===== src/design/btog_pkg.sv =====
`timescale 1ns / 1ps
// ----------------------------------------------------------------------------
// btog_pkg
// Types and constants of the bus trace operand gatherer.
// ----------------------------------------------------------------------------
package btog_pkg;

	localparam int WINDOW       = 8;
	localparam int WIN_DEPTH    = WINDOW - 1;
	localparam int FILL_W       = $clog2(WINDOW);
	localparam int MAX_OPERANDS = 3;
	localparam int QUEUE_DEPTH  = 2;
	localparam int QPTR_W       = $clog2(QUEUE_DEPTH);
	localparam int QCNT_W       = $clog2(QUEUE_DEPTH + 1);

	localparam logic [FILL_W-1:0] FILL_FULL = FILL_W'(WIN_DEPTH);
	localparam logic [FILL_W-1:0] FILL_ONE  = FILL_W'(1);
	localparam logic [QPTR_W-1:0] QPTR_LAST = QPTR_W'(QUEUE_DEPTH - 1);
	localparam logic [QPTR_W-1:0] QPTR_ONE  = QPTR_W'(1);
	localparam logic [QCNT_W-1:0] QCNT_FULL = QCNT_W'(QUEUE_DEPTH);
	localparam logic [QCNT_W-1:0] QCNT_ONE  = QCNT_W'(1);

	localparam logic OP_RECORD = 1'b0;
	localparam logic OP_FLUSH  = 1'b1;

	typedef struct packed {
		logic        op;
		logic [15:0] bus_address;
		logic [7:0]  bus_data;
		logic [7:0]  bus_flags;
	} in_beat_t;

	typedef struct packed {
		logic [15:0] cycle_address;
		logic [7:0]  cycle_data;
		logic [7:0]  cycle_flags;
		logic [7:0]  operand_one;
		logic [7:0]  operand_two;
		logic [7:0]  operand_three;
		logic [1:0]  operand_count;
		logic        last_of_run;
	} out_beat_t;

	typedef struct packed {
		logic [7:0]  flags;
		logic [7:0]  data;
		logic [15:0] address;
	} record_t;

	typedef struct packed {
		logic [15:0] address;
		logic [7:0]  data;
	} follower_t;

	typedef struct packed {
		record_t                       rec;
		follower_t [WIN_DEPTH-1:0]     fol;
		logic                          last;
	} job_t;

endpackage


===== src/design/bus_trace_operand_gatherer_top.sv =====
`timescale 1ns / 1ps
// ----------------------------------------------------------------------------
// bus_trace_operand_gatherer_top
// Annotates bus-cycle records with the data of the address run that follows.
// ----------------------------------------------------------------------------
// Records are taken one per clock while rec_stall is low. Each record is held
// in a seven-entry window and leaves annotated when the seventh record after
// it arrives; its result beat passes through the job queue and then the output
// register. A flush beat stalls the record channel while the window shifts out
// its pending records, one record a clock while the queue is not full, into the
// two-entry job queue. Results can be stalled independently: the queue absorbs
// up to two jobs before the record channel stalls.
module bus_trace_operand_gatherer_top (
	input  logic                clk,
	input  logic                arst_n,
	input  logic                rec_valid,
	output logic                rec_stall,
	input  btog_pkg::in_beat_t  rec_beat,
	output logic                ann_valid,
	input  logic                ann_stall,
	output btog_pkg::out_beat_t ann_beat
);

	logic           push_valid;
	btog_pkg::job_t push_job;
	logic           q_full;
	logic           q_valid;
	logic           q_pop;
	btog_pkg::job_t q_job;

	btog_front u_front (
		.clk        (clk),
		.arst_n     (arst_n),
		.rec_valid  (rec_valid),
		.rec_stall  (rec_stall),
		.rec_beat   (rec_beat),
		.push_valid (push_valid),
		.push_job   (push_job),
		.q_full     (q_full)
	);

	btog_queue u_queue (
		.clk       (clk),
		.arst_n    (arst_n),
		.push      (push_valid),
		.push_job  (push_job),
		.full      (q_full),
		.pop_valid (q_valid),
		.pop       (q_pop),
		.pop_job   (q_job)
	);

	btog_back u_back (
		.clk       (clk),
		.arst_n    (arst_n),
		.job_valid (q_valid),
		.job       (q_job),
		.pop       (q_pop),
		.ann_valid (ann_valid),
		.ann_stall (ann_stall),
		.ann_beat  (ann_beat)
	);

endmodule


===== src/design/btog_front.sv =====
`timescale 1ns / 1ps
// ----------------------------------------------------------------------------
// btog_front
// Window of pending records; issues one annotation job per released record.
// ----------------------------------------------------------------------------
module btog_front (
	input  logic               clk,
	input  logic               arst_n,
	input  logic               rec_valid,
	output logic               rec_stall,
	input  btog_pkg::in_beat_t rec_beat,
	output logic               push_valid,
	output btog_pkg::job_t     push_job,
	input  logic               q_full
);

	btog_pkg::record_t                   win_q [btog_pkg::WIN_DEPTH];
	logic [btog_pkg::FILL_W-1:0]         fill_q;
	logic                                flush_q;
	btog_pkg::record_t                   rec_in;
	logic                                acc;
	logic                                win_full;

	// entries at and above fill_q are always zero
	assign rec_in.address = rec_beat.bus_address;
	assign rec_in.data    = rec_beat.bus_data;
	assign rec_in.flags   = rec_beat.bus_flags;

	assign rec_stall  = flush_q || q_full;
	assign acc        = rec_valid && !rec_stall;
	assign win_full   = (fill_q == btog_pkg::FILL_FULL);
	assign push_valid = (acc && rec_beat.op == btog_pkg::OP_RECORD && win_full)
		|| (flush_q && !q_full);

	always_comb begin
		push_job.rec = win_q[0];
		for (int j = 0; j < btog_pkg::WIN_DEPTH - 1; j++) begin
			push_job.fol[j].address = win_q[j+1].address;
			push_job.fol[j].data    = win_q[j+1].data;
		end
		if (flush_q) begin
			push_job.fol[btog_pkg::WIN_DEPTH-1] = '0;
		end else begin
			push_job.fol[btog_pkg::WIN_DEPTH-1].address = rec_in.address;
			push_job.fol[btog_pkg::WIN_DEPTH-1].data    = rec_in.data;
		end
		push_job.last = flush_q && (fill_q == btog_pkg::FILL_ONE);
	end

	always_ff @(posedge clk or negedge arst_n) begin
		if (!arst_n) begin
			for (int i = 0; i < btog_pkg::WIN_DEPTH; i++) begin
				win_q[i] <= '0;
			end
			fill_q  <= '0;
			flush_q <= 1'b0;
		end else if (flush_q) begin
			if (!q_full) begin
				for (int i = 0; i < btog_pkg::WIN_DEPTH - 1; i++) begin
					win_q[i] <= win_q[i+1];
				end
				win_q[btog_pkg::WIN_DEPTH-1] <= '0;
				fill_q <= fill_q - btog_pkg::FILL_ONE;
				if (fill_q == btog_pkg::FILL_ONE) begin
					flush_q <= 1'b0;
				end
			end
		end else if (acc) begin
			if (rec_beat.op == btog_pkg::OP_FLUSH) begin
				if (fill_q != '0) begin
					flush_q <= 1'b1;
				end
			end else if (win_full) begin
				for (int i = 0; i < btog_pkg::WIN_DEPTH - 1; i++) begin
					win_q[i] <= win_q[i+1];
				end
				win_q[btog_pkg::WIN_DEPTH-1] <= rec_in;
			end else begin
				for (int i = 0; i < btog_pkg::WIN_DEPTH; i++) begin
					if (int'(fill_q) == i) begin
						win_q[i] <= rec_in;
					end
				end
				fill_q <= fill_q + btog_pkg::FILL_ONE;
			end
		end
	end

endmodule


===== src/design/btog_queue.sv =====
`timescale 1ns / 1ps
// ----------------------------------------------------------------------------
// btog_queue
// Short job queue between the window front end and the annotation back end.
// ----------------------------------------------------------------------------
module btog_queue (
	input  logic           clk,
	input  logic           arst_n,
	input  logic           push,
	input  btog_pkg::job_t push_job,
	output logic           full,
	output logic           pop_valid,
	input  logic           pop,
	output btog_pkg::job_t pop_job
);

	btog_pkg::job_t              slot_q [btog_pkg::QUEUE_DEPTH];
	logic [btog_pkg::QPTR_W-1:0] wr_ptr_q;
	logic [btog_pkg::QPTR_W-1:0] rd_ptr_q;
	logic [btog_pkg::QCNT_W-1:0] cnt_q;

	assign full      = (cnt_q == btog_pkg::QCNT_FULL);
	assign pop_valid = (cnt_q != '0);
	assign pop_job   = slot_q[rd_ptr_q];

	always_ff @(posedge clk) begin
		if (push) begin
			slot_q[wr_ptr_q] <= push_job;
		end
	end

	always_ff @(posedge clk or negedge arst_n) begin
		if (!arst_n) begin
			wr_ptr_q <= '0;
			rd_ptr_q <= '0;
			cnt_q    <= '0;
		end else begin
			if (push) begin
				wr_ptr_q <= (wr_ptr_q == btog_pkg::QPTR_LAST) ? '0
					: wr_ptr_q + btog_pkg::QPTR_ONE;
			end
			if (pop) begin
				rd_ptr_q <= (rd_ptr_q == btog_pkg::QPTR_LAST) ? '0
					: rd_ptr_q + btog_pkg::QPTR_ONE;
			end
			if (push && !pop) begin
				cnt_q <= cnt_q + btog_pkg::QCNT_ONE;
			end else if (pop && !push) begin
				cnt_q <= cnt_q - btog_pkg::QCNT_ONE;
			end
		end
	end

endmodule


===== src/design/btog_back.sv =====
`timescale 1ns / 1ps
// ----------------------------------------------------------------------------
// btog_back
// Scans a job's followers for the address run and registers the result beat.
// ----------------------------------------------------------------------------
module btog_back (
	input  logic                clk,
	input  logic                arst_n,
	input  logic                job_valid,
	input  btog_pkg::job_t      job,
	output logic                pop,
	output logic                ann_valid,
	input  logic                ann_stall,
	output btog_pkg::out_beat_t ann_beat
);

	logic [15:0]                    a1;
	logic [15:0]                    a2;
	logic [15:0]                    a3;
	logic [btog_pkg::WIN_DEPTH-1:0] m1;
	logic [btog_pkg::WIN_DEPTH-1:0] m2;
	logic [btog_pkg::WIN_DEPTH-1:0] m3;
	btog_pkg::out_beat_t            ann;
	logic                           out_valid_q;
	btog_pkg::out_beat_t            out_q;

	assign a1 = job.rec.address + 16'd1;
	assign a2 = job.rec.address + 16'd2;
	assign a3 = job.rec.address + 16'd3;

	always_comb begin
		for (int j = 0; j < btog_pkg::WIN_DEPTH; j++) begin
			m1[j] = (job.fol[j].address == a1);
			m2[j] = (job.fol[j].address == a2);
			m3[j] = (job.fol[j].address == a3);
		end
	end

	// run state walks the followers in order: next expected offset is count+1
	always_comb begin
		ann.cycle_address = job.rec.address;
		ann.cycle_data    = job.rec.data;
		ann.cycle_flags   = job.rec.flags;
		ann.operand_one   = '0;
		ann.operand_two   = '0;
		ann.operand_three = '0;
		ann.operand_count = '0;
		ann.last_of_run   = job.last;
		for (int j = 0; j < btog_pkg::WIN_DEPTH; j++) begin
			unique case (ann.operand_count)
				2'd0: begin
					if (m1[j]) begin
						ann.operand_one   = job.fol[j].data;
						ann.operand_count = 2'd1;
					end
				end
				2'd1: begin
					if (m2[j]) begin
						ann.operand_two   = job.fol[j].data;
						ann.operand_count = 2'd2;
					end
				end
				2'd2: begin
					if (m3[j]) begin
						ann.operand_three = job.fol[j].data;
						ann.operand_count = 2'd3;
					end
				end
				default: ;
			endcase
		end
	end

	assign pop       = job_valid && (!out_valid_q || !ann_stall);
	assign ann_valid = out_valid_q;
	assign ann_beat  = out_q;

	always_ff @(posedge clk) begin
		if (pop) begin
			out_q <= ann;
		end
	end

	always_ff @(posedge clk or negedge arst_n) begin
		if (!arst_n) begin
			out_valid_q <= 1'b0;
		end else if (pop) begin
			out_valid_q <= 1'b1;
		end else if (!ann_stall) begin
			out_valid_q <= 1'b0;
		end
	end

endmodule


===== config.mk =====
export PLATFORM = sky130hd
export DESIGN_NAME = bus_trace_operand_gatherer_top
export DESIGN_NICKNAME = d
export VERILOG_FILES = /design/src/design/btog_pkg.sv /design/src/design/bus_trace_operand_gatherer_top.sv /design/src/design/btog_front.sv /design/src/design/btog_queue.sv /design/src/design/btog_back.sv
export SDC_FILE = /design/constraint.sdc
export NUM_CORES = 1
export LEC_CHECK = 0
export ABC_CLOCK_PERIOD_IN_PS = 47200
export BUFFER_PORTS_ARGS = -buffer_cell sky130_fd_sc_hd__buf_2
export CAP_MARGIN = 20
export CORE_ASPECT_RATIO = 1.25
export CORE_MARGIN = 3
export CORE_UTILIZATION = 62
export CTS_BUF_LIST = sky130_fd_sc_hd__clkbuf_16
export DETAILED_ROUTE_END_ITERATION = 7
export PLACE_DENSITY = 0.79
export SLEW_MARGIN = 20
export SYNTH_ARGS = -nofsm -noshare
export SYNTH_HDL_FRONTEND = slang
export SYNTH_SLANG_ARGS = --single-unit

===== constraint.sdc =====
create_clock -name clk -period 47.2 [get_ports clk]
set_input_delay 9.44 -clock clk [delete_from_list [all_inputs] [get_ports clk]]
set_output_delay 9.44 -clock clk [all_outputs]
set_load 0.01 [all_outputs]

# After elaboration in Yosys (flattened, before gate mapping)
# Memories as Yosys holds them, arrays and structs flattened.
# Cells that the tools add are included.
# word_totals
in_bits	37
ramBits	402
memories	1
out_inout_bits	61
ff_bits	292
# memory_table
memory	words	width	rd	rd_ports_with_merged_regs	write_ports	line	text
u_queue.slot_q	2	201	1	0	1	btog_queue.sv:17	btog_pkg::job_t slot_q [btog_pkg::QUEUE_DEPTH];
# classes
mux	88
n_eq_ne	44
add_sub_neg	9
reduce_logical	43
bitwise	1
# op_table
operator	count
$mux 224	5
$eq 16x16->1	19
$mux 8	31
$mux 32	7
$mux 10	6
$pmux 2 s3	6
$add 16x2->16 const B	2
$reduce_and 4->1	8
$mux 2	13
$mux 24	1
$reduce_bool 3->1	8
$add 16x1->16 const B	1
$eq 3x3->1 const B	5
$mux 3	5
$mux 1	14
$eq 2x2->1 const B	6
$logic_not 2->1	6
$eq 2x1->1 const B	5
$logic_and 1x1->1	8
$eq 3x2->1 const B	2
$logic_not 1->1	6
$ne 2x1->1 const B	3
$reduce_bool 2->1	3
$add 3x1->3 const B	1
other kinds (11)	14

# Logic depth before layout (Yosys ltp)
# An unclocked memory read counts as a cell.
# logic_depth
ltp_word	16
mapped_depth	32
depth_no_buf	16

# Cells and area by module
# A second synthesis with hierarchy kept.
# unflattened
hier_cells	2826
hier_area_um2	35118.7
# by_module_without_submodules
module	instances	area_per_inst_um2	cells_each
btog_queue	1	14717.9	641
btog_front	1	11654.9	1247
btog_back	1	8745.9	938

# Worst setup path before layout
# No wires, ideal clock.
# synth_path
path_kind	input -> register
startpoint	in rec_valid
endpoint	mem u_queue.slot_q[0][0] in the netlist's numbering (enable)
cell_stages	3
setup_ns	1.009
t_arrival_ns	23.320
slack_ns	22.871
path_buffers	0
required_time_ns	46.191
cell_sequence	nor2b_1 a21oi_1 nor3_1
# synth_via
elab_chain_len	6
# synth_lines
element	line	text
start, declared	bus_trace_operand_gatherer_top.sv:16	input logic rec_valid,
$logic_and 1x1->1	btog_front.sv:30	assign acc = rec_valid && !rec_stall;
$logic_and 1x1->1 (2 in series)	btog_front.sv:32	assign push_valid = (acc && rec_beat.op == btog_pkg::OP_RECORD && win_full)
$logic_or 1x1->1	btog_front.sv:33	|| (flush_q && !q_full);
$mux 1	btog_queue.sv:27	if (push) begin
$mux 1 (not written as such)	btog_queue.sv:28	slot_q[wr_ptr_q] <= push_job;
end, declared	btog_queue.sv:17	
# Every way passes these cells.

# Worst setup path after layout
# layout_path
startpoint	in rec_beat[32] in the netlist's numbering
endpoint	mem u_queue.slot_q[1][87] in the netlist's numbering (enable)
# layout_via
elab_chain_len	6
# layout_lines
element	line	text
start, declared	bus_trace_operand_gatherer_top.sv:18	input btog_pkg::in_beat_t rec_beat,
$not 1->1	btog_front.sv:32	
$logic_and 1x1->1 (2 in series)	btog_front.sv:32	
$logic_or 1x1->1	btog_front.sv:33	
net push_valid	bus_trace_operand_gatherer_top.sv:24	logic push_valid;
$mux 1	btog_queue.sv:27	
$mux 1 (not written as such)	btog_queue.sv:28	
# The timed path passes the listed nets, and every way through them passes these cells.

==> summary.md <==
| Metric | Value |
|---|---|
| Status | finished clean |
| Drt initial violations | 2556 |
| Post-Synth XOR/XNOR Area | 9.92% |
| Maximum number of pins on one net before global-route repair | 155 |
| Top-count cell post-synth | edfxtp_1 |
| Vias in the first global route | 23.8k |
| DR pass1 iterations | 6 |
| Crit start category | input pin |
| Post-synthesis cell count | 2893 |
| Mux cell area share after synthesis | 6.67% |
| Grt ovf | 0 |
| RR Startpoint | u_queue.rd_ptr_q$_DFFE_PN0P_ |
| Clock root buffer | clkbuf_16 |
| Initial antenna violation count | 0 |
| Max-Slew Margin vs Limit | 23.0% |
| GRT Util Overall | 34.0% |
| Final period util | 26.9% |
| R2R setup slack | 37930 ps |
| Adder-Cell Fraction of Synth Area | 0.441% |
| Slew Limit Fails | 0 |
| Worst-Skew Late Latency | 650 ps |
| Hold_sp | u_front.push_job[170]$_DFFE_PN0P_ |
| Hold Crit Depth | 0 |
| Mean Syn Cell Area | 11.8 um2 |
| Worst-Margin Slew | 1120 ps |
| Synth unique cells | 98 |
| Comb power frac | 48.5% |
| Clock transition at path regs | 70 ps |
| PwrDens | 85.8 nW/um2 |
| Post-DP HPWL | 69.8 mm |
| R2R cell count | 15 |
| Capturing point of the worst reg2reg path | u_back.ann_beat[23]$_DFFE_PP_ |
| Post-synthesis to final-layout area growth | 8.73% |
| Max Cap Violations | 0 |
| Ys Warns | 0 |
| CTS Buffer Depth | 3 |
| Chip height | 268 um |
| # Post-CTS Setup Buffers | 0 |
| Worst EP required | 47450 ps |
| Post-Synth Simple-Gate Area | 10.7% |
| Synth Area in Compound Gates | 11.7% |
| Synthesis-stage register bit count | 694 |
| Post-layout min period | 12690 ps |
| Total power | 3180 uW |
| Endpoints failing setup | 0 |
| PortBufs | 97 |
| Pint | 1780 uW |
| Post_cts resized | 0 |
| Layout cells sized above 1 | 10.9% |
| Cells after DPL | 3597 |
| Synth area leaders | edfxtp_1 (41%), dfrtp_1 (17%), xnor2_1 (5.3%) |
| Core area | 54100 um2 |
| Placement Rows | 95 |
| Top-area cell type share of the netlist area | 40.6% |
| Worst Setup End Kind | register |
| Worst hold path type | reg2reg |
| Crit Path Max Fanout | 75 |
| Detailed-route vias per instance | 6.44 |
| Ys flop type | edfxtp_1 |
| Switching Share | 44.1% |
| CTS Hold Bufs | 0 |
| Syn Nets | 2942 |
| First-pass GRT wire length | 147 mm |
| Maximum clock rate | 0.0788 GHz |
| Sequential fraction of the synthesis area | 57.8% |
| Io pins | 98 |
| Non-filler cells in the finished layout | 3713 |
| Setup CP Type | in2reg |
| Initial core utilization | 63.0% |
| Avg WL per Cell | 26.7 um |
| Sequential fraction of design power | 36.4% |
| Net Sw Power | 1400 uW |
| ANT nets after route | 0 |
| Number of buffers created by CTS | 61 |
| Setup TNS | 0 ps |
| DRC | 0 |
| Diode count | 0 |
| RePlAce Congestion | 1.02 |
| Clock power share | 15.1% |
| Worst vdd ir | 0.0731 mV |
| Fin. Hold Viols | 0 |
| DIE AREA | 57800 um2 |
| Post-synthesis async set-or-reset flop share | 33.6% |
| Post-synth EDFFs | 461 |
| Clock Skews | 27.3 ps |
| Leakage Power | 0.0142 uW |
| CTS tree | done |
| H-tree levels | 2 |
| Synth area leader | edfxtp_1 |
| Total number of vias | 23.9k |
| Sinks on Clock Net | 694 |
| Nets | 2982 |
| Largest family of logic cells by synthesized area | compound AO/OA/AOI/OAI gates |
| Die Wd | 216 um |
| Hold Path End | u_queue.slot_q[0][170]$_DFFE_PP_ |
| Post-synthesis cell area | 34100 um2 |
| Synth top cells by count | edfxtp_1 (461), nand2_1 (271), a21oi_1 (270), dfrtp_1 (233), o21ai_0 (219) |
| Arrival time worst endpoint | 12940 ps |
| RSZ-0062 raised after global routing | false |
| DRT Wirelength | 99.0 mm |
==> placed cells by master (no fill, tap or decap), types with 12 or more instances in the layout <==
cell type    n
clkbuf_16   62
and3_1      19
clkinv_2    16
buf_2       97
xnor3_1     20
a21oi_1    270
mux2i_1    164
xor2_1     121
nand2_1    271
a22oi_1     17
nand3_1     55
nor3_1      41
nand3b_1    14
a221oi_1    16
o22ai_1     15
and2_1      23
nor2b_1     16
o31ai_1     17
nand4_1     41
buf_4       33
mux2_2      46
edfxtp_1   461
nor4_1      21
dfrtp_1    232
ha_1        12
nand2b_1    43
xnor2_1    206
inv_1       81
o21ai_0    219
clkinv_1    15
nor2_1     106
==> flip-flops by register name, summed over array words and instances (netlist names) <==
name,flops
u_back.ann_valid,1
u_front.flush_q,1
u_back.ann_beat,59
u_queue.slot_q,402
u_front.push_job,176
u_front.fill_q,3
u_queue.cnt_q,2
u_front.win_q,48
u_queue.rd_ptr_q,1
u_queue.wr_ptr_q,1
==> layer usage <==
layer  vias up  global-route usage, %  share of wire [%]
met5         -                      0                  0
li1      10638                      -                  -
met2      1121                   59.8                 51
met1     11875                   41.1                 37
met4         0                   19.4                6.6
met3       270                   3.86                5.8
==> final cells by class <==
type | instances | area [um2]
Timing Repair Buffer | 133 | 788
Sequential cell | 694 | 19700
Clock buffer | 62 | 1550
Tap cell | 727 | 910
Inverter | 70 | 263
Clock inverter | 54 | 377
Fill cell | 3901 | 17000
Multi-Input combinational cell | 1973 | 13500
==> kinds of logic after synthesis <==
logic type	count (synthesis)
fa+ha+maj	12
compound gates	667
buf+inv	226
simple gates	726
xor+xnor	351
mux	217
flops	694
==> worst max-delay path: stages <==
cell	delay (ps)
buf_2	100
nor2b_1	260
a21oi_1	160
nor2_1	260
and2_4	720
buf_4	930
buf_4	950
==> metrics by stage <==
step                      setup slack [ps]  util, %  cell area [um2]  hold slack [ps]
after floorplan                      22870        -            34100              443
after global placement               33940     64.9            35100              450
final                                34510     68.5            37000              469
after global routing                 34190     68.5            37000              485
after detailed placement             33870     64.9            35100              457
after CTS                            34540     68.5            37000              470
==> power groups by stage <==
stage	logic (uW)	registers [uW]	clock network, uW
after floorplan	1080	1160	0
final	1540	1160	478
after global routing	1660	1180	505
after CTS	1530	1150	482
after global placement	1480	1140	0
after detailed placement	1520	1160	0
==> worst max-delay path by stage <==
stage                 start                          endpoint  slack [ps]  cells past startpoint
6_report       rec_beat[32]   u_queue.slot_q[1][87]$_DFFE_PP_       34510                      7
3_5_place_dp   rec_beat[32]  u_queue.slot_q[1][116]$_DFFE_PP_       33870                      7
2_1_floorplan     rec_valid    u_queue.slot_q[0][0]$_DFFE_PP_       22870                      3
5_1_grt           rec_valid  u_queue.slot_q[1][139]$_DFFE_PP_       34190                      7
3_3_place_gp      rec_valid  u_queue.slot_q[1][116]$_DFFE_PP_       33940                      7
4_1_cts           rec_valid   u_queue.slot_q[1][87]$_DFFE_PP_       34540                      7
Power figures use the tool's default switching activity.
